`src/design/psma_pkg.sv`:
```
package psma_pkg;

  // Input item codes
  localparam logic MODE_BYTE = 1'b0;
  localparam logic MODE_POP  = 1'b1;

  // Packet framing
  localparam logic [2:0] PKT_BYTES_WHEEL = 3'd4;
  localparam logic [2:0] PKT_BYTES_RESET = 3'd3;
  localparam int unsigned SYNC_BIT       = 3;

  typedef struct packed {
    logic       mode;
    logic [7:0] data_byte;
  } in_item_t;

  typedef struct packed {
    logic              event_valid;
    logic [2:0]        buttons;
    logic signed [7:0] move_x;
    logic signed [7:0] move_y;
    logic signed [7:0] wheel_delta;
  } out_item_t;

  // One queued mouse event
  typedef struct packed {
    logic [2:0]        buttons;
    logic signed [7:0] move_x;
    logic signed [7:0] move_y;
    logic signed [7:0] wheel_delta;
  } event_t;

  // Completed packet handed from the assembler to the queue
  typedef struct packed {
    logic   valid;
    event_t evt;
  } push_t;

endpackage

```
`src/design/psma_asm.sv`:
```
module psma_asm (
  input  logic                  clk,
  input  logic                  rst,
  input  logic                  byte_go,
  input  logic [7:0]            data_byte,
  input  logic [2:0]            packet_bytes,
  output psma_pkg::push_t       push
);

  logic [1:0] byte_index;
  logic [1:0] byte_index_next;
  logic [7:0] pkt0;
  logic [7:0] pkt1;
  logic [7:0] pkt2;

  logic       wide;
  logic [2:0] size;
  logic [2:0] held;
  logic       drop;
  logic       done;
  logic [7:0] byte2;

  // Decode framing for the incoming byte
  always_comb begin
    wide  = (packet_bytes == psma_pkg::PKT_BYTES_WHEEL);
    size  = wide ? 3'd4 : 3'd3;
    held  = {1'b0, byte_index} + 3'd1;
    drop  = (byte_index == 2'd0) && !data_byte[psma_pkg::SYNC_BIT];
    done  = byte_go && !drop && (held >= size);
    byte2 = (byte_index == 2'd2) ? data_byte : pkt2;

    byte_index_next = byte_index;
    if (byte_go && !drop) begin
      byte_index_next = (held >= size) ? 2'd0 : held[1:0];
    end

    push.valid           = done;
    push.evt.buttons     = pkt0[2:0];
    push.evt.move_x      = pkt1;
    push.evt.move_y      = byte2;
    push.evt.wheel_delta = (wide && held == 3'd4) ? data_byte : 8'd0;
  end

  // Advance packet position
  always_ff @(posedge clk) begin
    if (rst) begin
      byte_index <= 2'd0;
    end else begin
      byte_index <= byte_index_next;
    end
  end

  // Hold packet bytes
  always_ff @(posedge clk) begin
    if (byte_go && !drop) begin
      case (byte_index)
        2'd0:    pkt0 <= data_byte;
        2'd1:    pkt1 <= data_byte;
        2'd2:    pkt2 <= data_byte;
        default: ;
      endcase
    end
  end

endmodule

```
`src/design/psma_queue.sv`:
```
module psma_queue #(
  parameter int QUEUE_DEPTH = 64
) (
  input  logic                  clk,
  input  logic                  rst,
  input  psma_pkg::push_t       push,
  input  logic                  pop_go,
  input  logic                  out_stall,
  output logic                  out_valid,
  output logic                  slot_free,
  output psma_pkg::out_item_t   out_item
);

  localparam int PTR_W = (QUEUE_DEPTH > 1) ? $clog2(QUEUE_DEPTH) : 1;
  localparam logic [PTR_W-1:0] LAST = PTR_W'(QUEUE_DEPTH - 1);

  psma_pkg::event_t mem [QUEUE_DEPTH];
  psma_pkg::event_t rd_data;

  logic [PTR_W-1:0] wr_ptr;
  logic [PTR_W-1:0] rd_ptr;
  logic [PTR_W-1:0] wr_ptr_inc;
  logic [PTR_W-1:0] rd_ptr_inc;
  logic             empty;
  logic             full;
  logic             hit;
  logic             do_write;
  logic             do_read;

  // Ring pointer arithmetic
  always_comb begin
    wr_ptr_inc = (wr_ptr == LAST) ? '0 : wr_ptr + PTR_W'(1);
    rd_ptr_inc = (rd_ptr == LAST) ? '0 : rd_ptr + PTR_W'(1);
    empty      = (rd_ptr == wr_ptr);
    full       = (wr_ptr_inc == rd_ptr);
    do_write   = push.valid && !full;
    do_read    = pop_go && !empty;
    slot_free  = !out_valid || !out_stall;
  end

  // Advance pointers and result flags
  always_ff @(posedge clk) begin
    if (rst) begin
      wr_ptr    <= '0;
      rd_ptr    <= '0;
      out_valid <= 1'b0;
      hit       <= 1'b0;
    end else begin
      if (do_write) begin
        wr_ptr <= wr_ptr_inc;
      end
      if (do_read) begin
        rd_ptr <= rd_ptr_inc;
      end
      if (pop_go) begin
        out_valid <= 1'b1;
        hit       <= !empty;
      end else if (!out_stall) begin
        out_valid <= 1'b0;
      end
    end
  end

  // Event memory: one write port, one registered read port
  always_ff @(posedge clk) begin
    if (do_write) begin
      mem[wr_ptr] <= push.evt;
    end
  end

  always_ff @(posedge clk) begin
    if (pop_go) begin
      rd_data <= mem[rd_ptr];
    end
  end

  // Zero the fields on an empty pop
  always_comb begin
    out_item.event_valid = hit;
    out_item.buttons     = hit ? rd_data.buttons     : 3'd0;
    out_item.move_x      = hit ? rd_data.move_x      : 8'sd0;
    out_item.move_y      = hit ? rd_data.move_y      : 8'sd0;
    out_item.wheel_delta = hit ? rd_data.wheel_delta : 8'sd0;
  end

endmodule

```
`src/design/ps2_mouse_packet_assembler.sv`:
```
// PS/2 mouse packet assembler: takes one item per cycle, either a mouse byte
// or a pop request. Bytes build 3- or 4-byte packets (cfg_data = 4 selects the
// wheel format, any other value means 3); a packet start without bit 3 set is
// dropped. Finished packets enter a ring queue of QUEUE_DEPTH slots, of which
// QUEUE_DEPTH-1 hold events; a packet arriving at a full queue is lost. Each
// pop is accepted into the input register and then loaded into the result
// register, with event_valid low and zero fields when the queue was empty.
// Throughput is one item per cycle while in_stall is low: each item needs
// only a packet position update and at most one event memory access. While a
// pop sits in the input register and the result register is full with
// out_stall high, in_stall holds off the next item. cfg_ready is always high;
// write packet_bytes only while no items are in flight.
module ps2_mouse_packet_assembler #(
  parameter int QUEUE_DEPTH = 64
) (
  input  logic                  clk,
  input  logic                  rst,
  input  logic                  in_valid,
  output logic                  in_stall,
  input  psma_pkg::in_item_t    in_item,
  output logic                  out_valid,
  input  logic                  out_stall,
  output psma_pkg::out_item_t   out_item,
  input  logic                  cfg_valid,
  output logic                  cfg_ready,
  input  logic [2:0]            cfg_data
);

  logic               in_reg_valid;
  psma_pkg::in_item_t in_reg;
  logic [2:0]         packet_bytes;
  logic               slot_free;
  logic               is_pop;
  logic               byte_go;
  logic               pop_go;
  psma_pkg::push_t    push;

  assign cfg_ready = 1'b1;

  // Issue control: a pop waits for the result register
  always_comb begin
    is_pop   = (in_reg.mode == psma_pkg::MODE_POP);
    byte_go  = in_reg_valid && !is_pop;
    pop_go   = in_reg_valid && is_pop && slot_free;
    in_stall = in_reg_valid && is_pop && !slot_free;
  end

  // Input register
  always_ff @(posedge clk) begin
    if (rst) begin
      in_reg_valid <= 1'b0;
    end else if (!in_stall) begin
      in_reg_valid <= in_valid;
    end
  end

  always_ff @(posedge clk) begin
    if (!in_stall) begin
      in_reg <= in_item;
    end
  end

  // Packet size register
  always_ff @(posedge clk) begin
    if (rst) begin
      packet_bytes <= psma_pkg::PKT_BYTES_RESET;
    end else if (cfg_valid && cfg_ready) begin
      packet_bytes <= cfg_data;
    end
  end

  psma_asm u_asm (
    .clk          (clk),
    .rst          (rst),
    .byte_go      (byte_go),
    .data_byte    (in_reg.data_byte),
    .packet_bytes (packet_bytes),
    .push         (push)
  );

  psma_queue #(
    .QUEUE_DEPTH (QUEUE_DEPTH)
  ) u_queue (
    .clk       (clk),
    .rst       (rst),
    .push      (push),
    .pop_go    (pop_go),
    .out_stall (out_stall),
    .out_valid (out_valid),
    .slot_free (slot_free),
    .out_item  (out_item)
  );

endmodule

```
`config.mk`:
```
export PLATFORM = sky130hd
export DESIGN_NAME = ps2_mouse_packet_assembler
export DESIGN_NICKNAME = d
export VERILOG_FILES = /design/src/design/psma_pkg.sv /design/src/design/psma_asm.sv /design/src/design/psma_queue.sv /design/src/design/ps2_mouse_packet_assembler.sv
export SDC_FILE = /design/constraint.sdc
export NUM_CORES = 2
export LEC_CHECK = 0
export ABC_AREA = 0
export CAP_MARGIN = 20
export CORE_MARGIN = 10
export CORE_UTILIZATION = 25
export CTS_CLUSTER_DIAMETER = 150
export DETAILED_ROUTE_END_ITERATION = 8
export DONT_BUFFER_PORTS = 1
export GPL_TIMING_DRIVEN = 1
export PLACE_DENSITY_LB_ADDON = 0.25
export SLEW_MARGIN = 20
export SYNTH_ARGS = -nofsm -noshare
export SYNTH_HDL_FRONTEND = slang
export SYNTH_HIERARCHICAL = 1
export SYNTH_SLANG_ARGS = --single-unit
```
`constraint.sdc`:
```
create_clock -name clk -period 8.6 [get_ports clk]
set_input_delay 1.72 -clock clk [delete_from_list [all_inputs] [get_ports clk]]
set_output_delay 1.72 -clock clk [all_outputs]
set_load 0.005 [all_outputs]
```
Word level (Yosys, flattened, before mapping) --
Memories as Yosys holds them, arrays and structs flattened. A register that Yosys moved wholly into a read port is not among the register bits. Cells that the tools add are included.
Operators by class: reduce and logical (&&, ||, !) cells 22, mux-type cells 14, order comparisons 1, eq/ne operators 9, $add $sub $neg 3
Operator list (number):
- 2-to-1 mux 8 bit | 5
- adder 6 x 1 -> 6 bit, second input constant | 2
- equality test 6 bit | 2
- equality test 6 bit, second input constant | 2
- 2-to-1 mux 6 bit | 2
- logical AND 1 bit | 10
- logical NOT 1 bit | 8
- equality test 3 bit, second input constant | 2
- 2-to-1 mux 3 bit | 2
- 2-to-1 mux 1 bit | 4
- AND reduction 2 bit | 2
- adder 2 x 1 -> 3 bit, second input constant | 1
- >= comparator 3 bit | 1
- equality test 2 x 1 -> 1 bit, second input constant | 1
- equality test 2 bit, second input constant | 1
- logical NOT 2 bit | 1
- 2-to-1 mux 2 bit | 1
- != test 2 x 1 -> 1 bit, second input constant | 1
- logical OR 1 bit | 1
Word-level totals: bits of input ports 17, output and inout bits 31, bits in registers 48, memories 1, word-level logic and storage cells 62, bits in writable memories 1728
Memory list:
- u_queue.mem | depth 64, bits a word 27, rd ports 1, clocked after memory_dff 1, write ports 1, RTL line psma_queue.sv:17 | psma_pkg::event_t mem [QUEUE_DEPTH];

Logic depth before layout (Yosys ltp) --
word-level depth 8, gate-level depth with buffers 13, depth with buffers taken out 10

Hierarchy --
The synthesis kept the hierarchy.
By module, submodules not included:
- psma_queue | sequential area each 52980.8 µm², cells an instance 2832, area an instance 67841.3 µm², instances 1
- psma_asm | sequential area each 610.6 µm², cells an instance 66, area an instance 949.7 µm², instances 1
- ps2_mouse_packet_assembler | sequential area each 350.3 µm², cells an instance 27, area an instance 437.9 µm², instances 1

Worst setup path before layout --
OpenSTA, ideal clock, no wires.
path type in2out, start input out_stall, end output in_stall, slack 4601 ps, required time 6880 ps, data arrival time 2279 ps, buffers on the path 0, cell stages on the path 3, path through nand2_1 nand3b_1 inv_1
On the way: word-level cells in the longest chain between the ends 4
Ends and longest elaborated chain:
- start: declaration | RTL line ps2_mouse_packet_assembler.sv:22 | input logic out_stall,
- logical NOT 1 bit | RTL line psma_queue.sv:38 | slot_free = !out_valid || !out_stall;
- logical OR 1 bit | RTL line psma_queue.sv:38
- logical NOT 1 bit | RTL line ps2_mouse_packet_assembler.sv:45 | in_stall = in_reg_valid && is_pop && !slot_free;
- logical AND 1 bit | RTL line ps2_mouse_packet_assembler.sv:45
- end: declaration | RTL line ps2_mouse_packet_assembler.sv:19 | output logic in_stall,
No other way between the ends.

==> impl_metrics.env <==
export IMPL_status="finished clean"
export IMPL_dieArea_sq_um=298400
export IMPL_synth_area_sq_um=69230
export IMPL_place_congestion=0.7930
export IMPL_path_max_fanout=27
export IMPL_postRouteAntennaNets=0
export IMPL_post_route_period_util=0.5766
export IMPL_grt_pass1_wl_microns=258900
export IMPL_instances_no_fill=6843
export IMPL_fmax_mhz=201.7
export IMPL_synth_top_area_frac=0.7734
export IMPL_ir_drop_mv=0.1668
export IMPL_crit_buf_inv=1
export IMPL_core_rowCount=193
export IMPL_yosys_top_cells_count="edfxtp_1 (1,783), mux4_2 (505), nor2_1 (81), buf_2 (61), mux2i_1 (57)"
export IMPL_power_mw=17.54
export IMPL_skew_ns=0.03452
export IMPL_fin_tns_setup_ns=0
export IMPL_ctsResizeCount=0
export IMPL_crit_type="flip-flop to flip-flop"
export IMPL_grt_overflow_total=0
export IMPL_slowest_delay_ns=1.11
export IMPL_nNetsFinal=3012
export IMPL_largest_reg_flops=1728
export IMPL_period_needed_ns=4.958
export IMPL_synthDistinctLibCells=55
export IMPL_synth_area_leaders="edfxtp_1 (77%), mux4_2 (16%), mux2i_1 (0.82%)"
export IMPL_die_width_microns=546.2
export IMPL_synthArstFlopShare=0
export IMPL_wl_microns=186600
export IMPL_ys_ff_latch=1803
export IMPL_finalHoldViolations=0
export IMPL_p_leak_nw=22.08
export IMPL_viasPerCell=4.518
export IMPL_hold_buffers=0
export IMPL_post_synth_top_count_cell="edfxtp_1"
export IMPL_fill_cells=26570
export IMPL_num_vias=30920
export IMPL_initialDrtViolationCount=3072
export IMPL_top_regs="u_queue/mem x1728, u_queue/rd_data x27"
export IMPL_clk_pin_slew_ns=0.06
export IMPL_largest_register="u_queue/mem"
export IMPL_post_dp_hpwl_microns=107100
export IMPL_yosysSeqAreaShare=0.7792
export IMPL_syn_num_nets=2949
export IMPL_synth_ff_type="edfxtp_1"
export IMPL_cts_buffer_depth=3
export IMPL_grt_pass1_vias=31330
export IMPL_grt_usage=0.1212
export IMPL_clkSinkCount=1803
export IMPL_io_pins=48
export IMPL_syn_inst=2925
export IMPL_grt_setup_unrepaired="no"
export IMPL_yosysTopAreaCell="edfxtp_1"
export IMPL_max_cap_violations=0
export IMPL_firstDrtPassIters=5
export IMPL_path_cells="nor3b_2 > inv_1 > ha_1 > nor2b_1 > o21bai_1 > a22oi_2 > nor2_1 > nand2_1 > or4b_2 > nor2_4"
export IMPL_arrival_ns=5.37
export IMPL_worst_setup_path_end_kind="flip-flop"
export IMPL_worstHoldPathType="flip-flop to flip-flop"
export IMPL_final_core_util=0.2900
export IMPL_drc=0
export IMPL_slew_violations=0
export IMPL_cts_tree="yes"
export IMPL_cts_setup_buffers=0
export IMPL_cp_start_kind="flip-flop"
export IMPL_die_h_microns=546.2
export IMPL_syn_area_per_cell_sq_um=23.67
export IMPL_antenna_found_initial=19
export IMPL_numCtsBuffers=189
export IMPL_start_util=0.2508
export IMPL_synth_warnings=6
export IMPL_max_slew_margin=0.2374
export IMPL_power_density_nw_per_um2=219.1
export IMPL_setup_violations=0
export IMPL_wl_per_cell_microns=27.27
export IMPL_synth_edff_count=1783
export IMPL_syn_to_final_growth_pct=15.60
export IMPL_cts_root_buf="clkbuf_16"
export IMPL_core_sq_um=276000
export IMPL_grt_max_degree=129
export IMPL_htreeDepth=4
export IMPL_drive_gt1_frac=0.2895
export IMPL_cp_top_family="simple AND/OR/NAND/NOR gates"
export IMPL_slowest_stage="or4b_2"
export IMPL_io_buffers=0
export IMPL_dp_cells=6501
export IMPL_worstMarginPinSlew_ns=1.144
export IMPL_clkLatencyLatePin_ns=0.82
export IMPL_worst_endpoint_required_ns=9.01
==> layout by cell type, fill, tap and decap left out, drive strengths merged, types with 4 or more instances in the layout <==
cell type and count:
a2111oi 6, a211oi 20, a21oi 26, a221o 19, a22o 20, a22oi 16
and2 32, and3 11, buf 44, bufinv 15, clkbuf 252, clkinv 58
clkinvlp 5, dfxtp 20, diode 8, edfxtp 1783, ha 7, inv 14
mux2 12, mux2i 57, mux4 505, nand2 22, nand3 4, nor2 81
nor2b 28, o21ai 17, or3 8, xnor2 4, xor2 8
==> metrics by stage <==
stage          area (sq um)  setup slack [ns]  hold WS [ns]
2_1_floorplan         69230             4.601        0.4357
3_3_place_gp          73980             3.570        0.4879
3_5_place_dp          74010             3.668        0.4856
4_1_cts               79970             3.650        0.5006
5_1_grt               80010             3.450        0.5386
6_report              80030             3.642        0.5003
==> routing by layer <==
layer  up-vias  track usage  part of all wire  wire length [microns]
met5         -            0                 0                      0
met4         0      0.02417             0.017                   3124
met3       194      0.02217             0.056                  10390
met2       884       0.1944              0.48                  89290
met1     17160       0.1726              0.45                  83790
li1      12680            -                 -                      -
==> kinds of logic after synthesis <==
kind of cell    synth area share
compound gates           0.01462
xor+xnor                0.001518
fa+ha+maj               0.001265
buf+inv                  0.01309
flops                     0.7792
mux                       0.1745
other cells           0.00005417
simple gates             0.01580
==> area by class of cell <==
cell class / instances / area [sq um] / area share
Clock buffer: 252 / 5070 / 0.06335
Sequential cell: 1803 / 53960 / 0.6742
Timing Repair Buffer: 44 / 435.4 / 0.005441
Multi-Input combinational cell: 939 / 14990 / 0.1872
Inverter: 11 / 41.29 / 0.0005159
Tap cell: 3705 / 4636 / 0.05792
Clock inverter: 81 / 885.9 / 0.01107
Antenna cell: 8 / 20.02 / 0.0002501
==> path summary, 6_finish.rpt <==
check	startpoint	endpoint	slack, ns	cells after the start
max reg2reg	packet_bytes[2]$_SDFFE_PP0P_	u_queue/mem[37][5]$_DFFE_PP_	3.64	10
max	packet_bytes[2]$_SDFFE_PP0P_	u_queue/mem[37][5]$_DFFE_PP_	3.64	10
min	u_asm/byte_index[1]$_SDFFE_PP0N_	u_asm/byte_index[1]$_SDFFE_PP0N_	0.50	2
min reg2reg	u_asm/byte_index[1]$_SDFFE_PP0N_	u_asm/byte_index[1]$_SDFFE_PP0N_	0.50	2
==> worst register-to-register path: stages (launching register included) <==
cell	delay, ns
dfxtp_1	0.33
nor3b_2	0.62
inv_1	0.11
ha_1	0.31
nor2b_1	0.07
o21bai_1	0.19
a22oi_2	0.09
nor2_1	0.52
nand2_1	0.22
or4b_2	1.11
nor2_4	0.97
==> where the power goes <==
group,total [mW],switching (mW),internal (mW)
clock,7.94,3.36,4.58
sequential,9.54,0.00748,9.54
combinational,0.0468,0.0385,0.00829
total,17.5,3.41,14.1
Power figures use the tool's default switching activity.
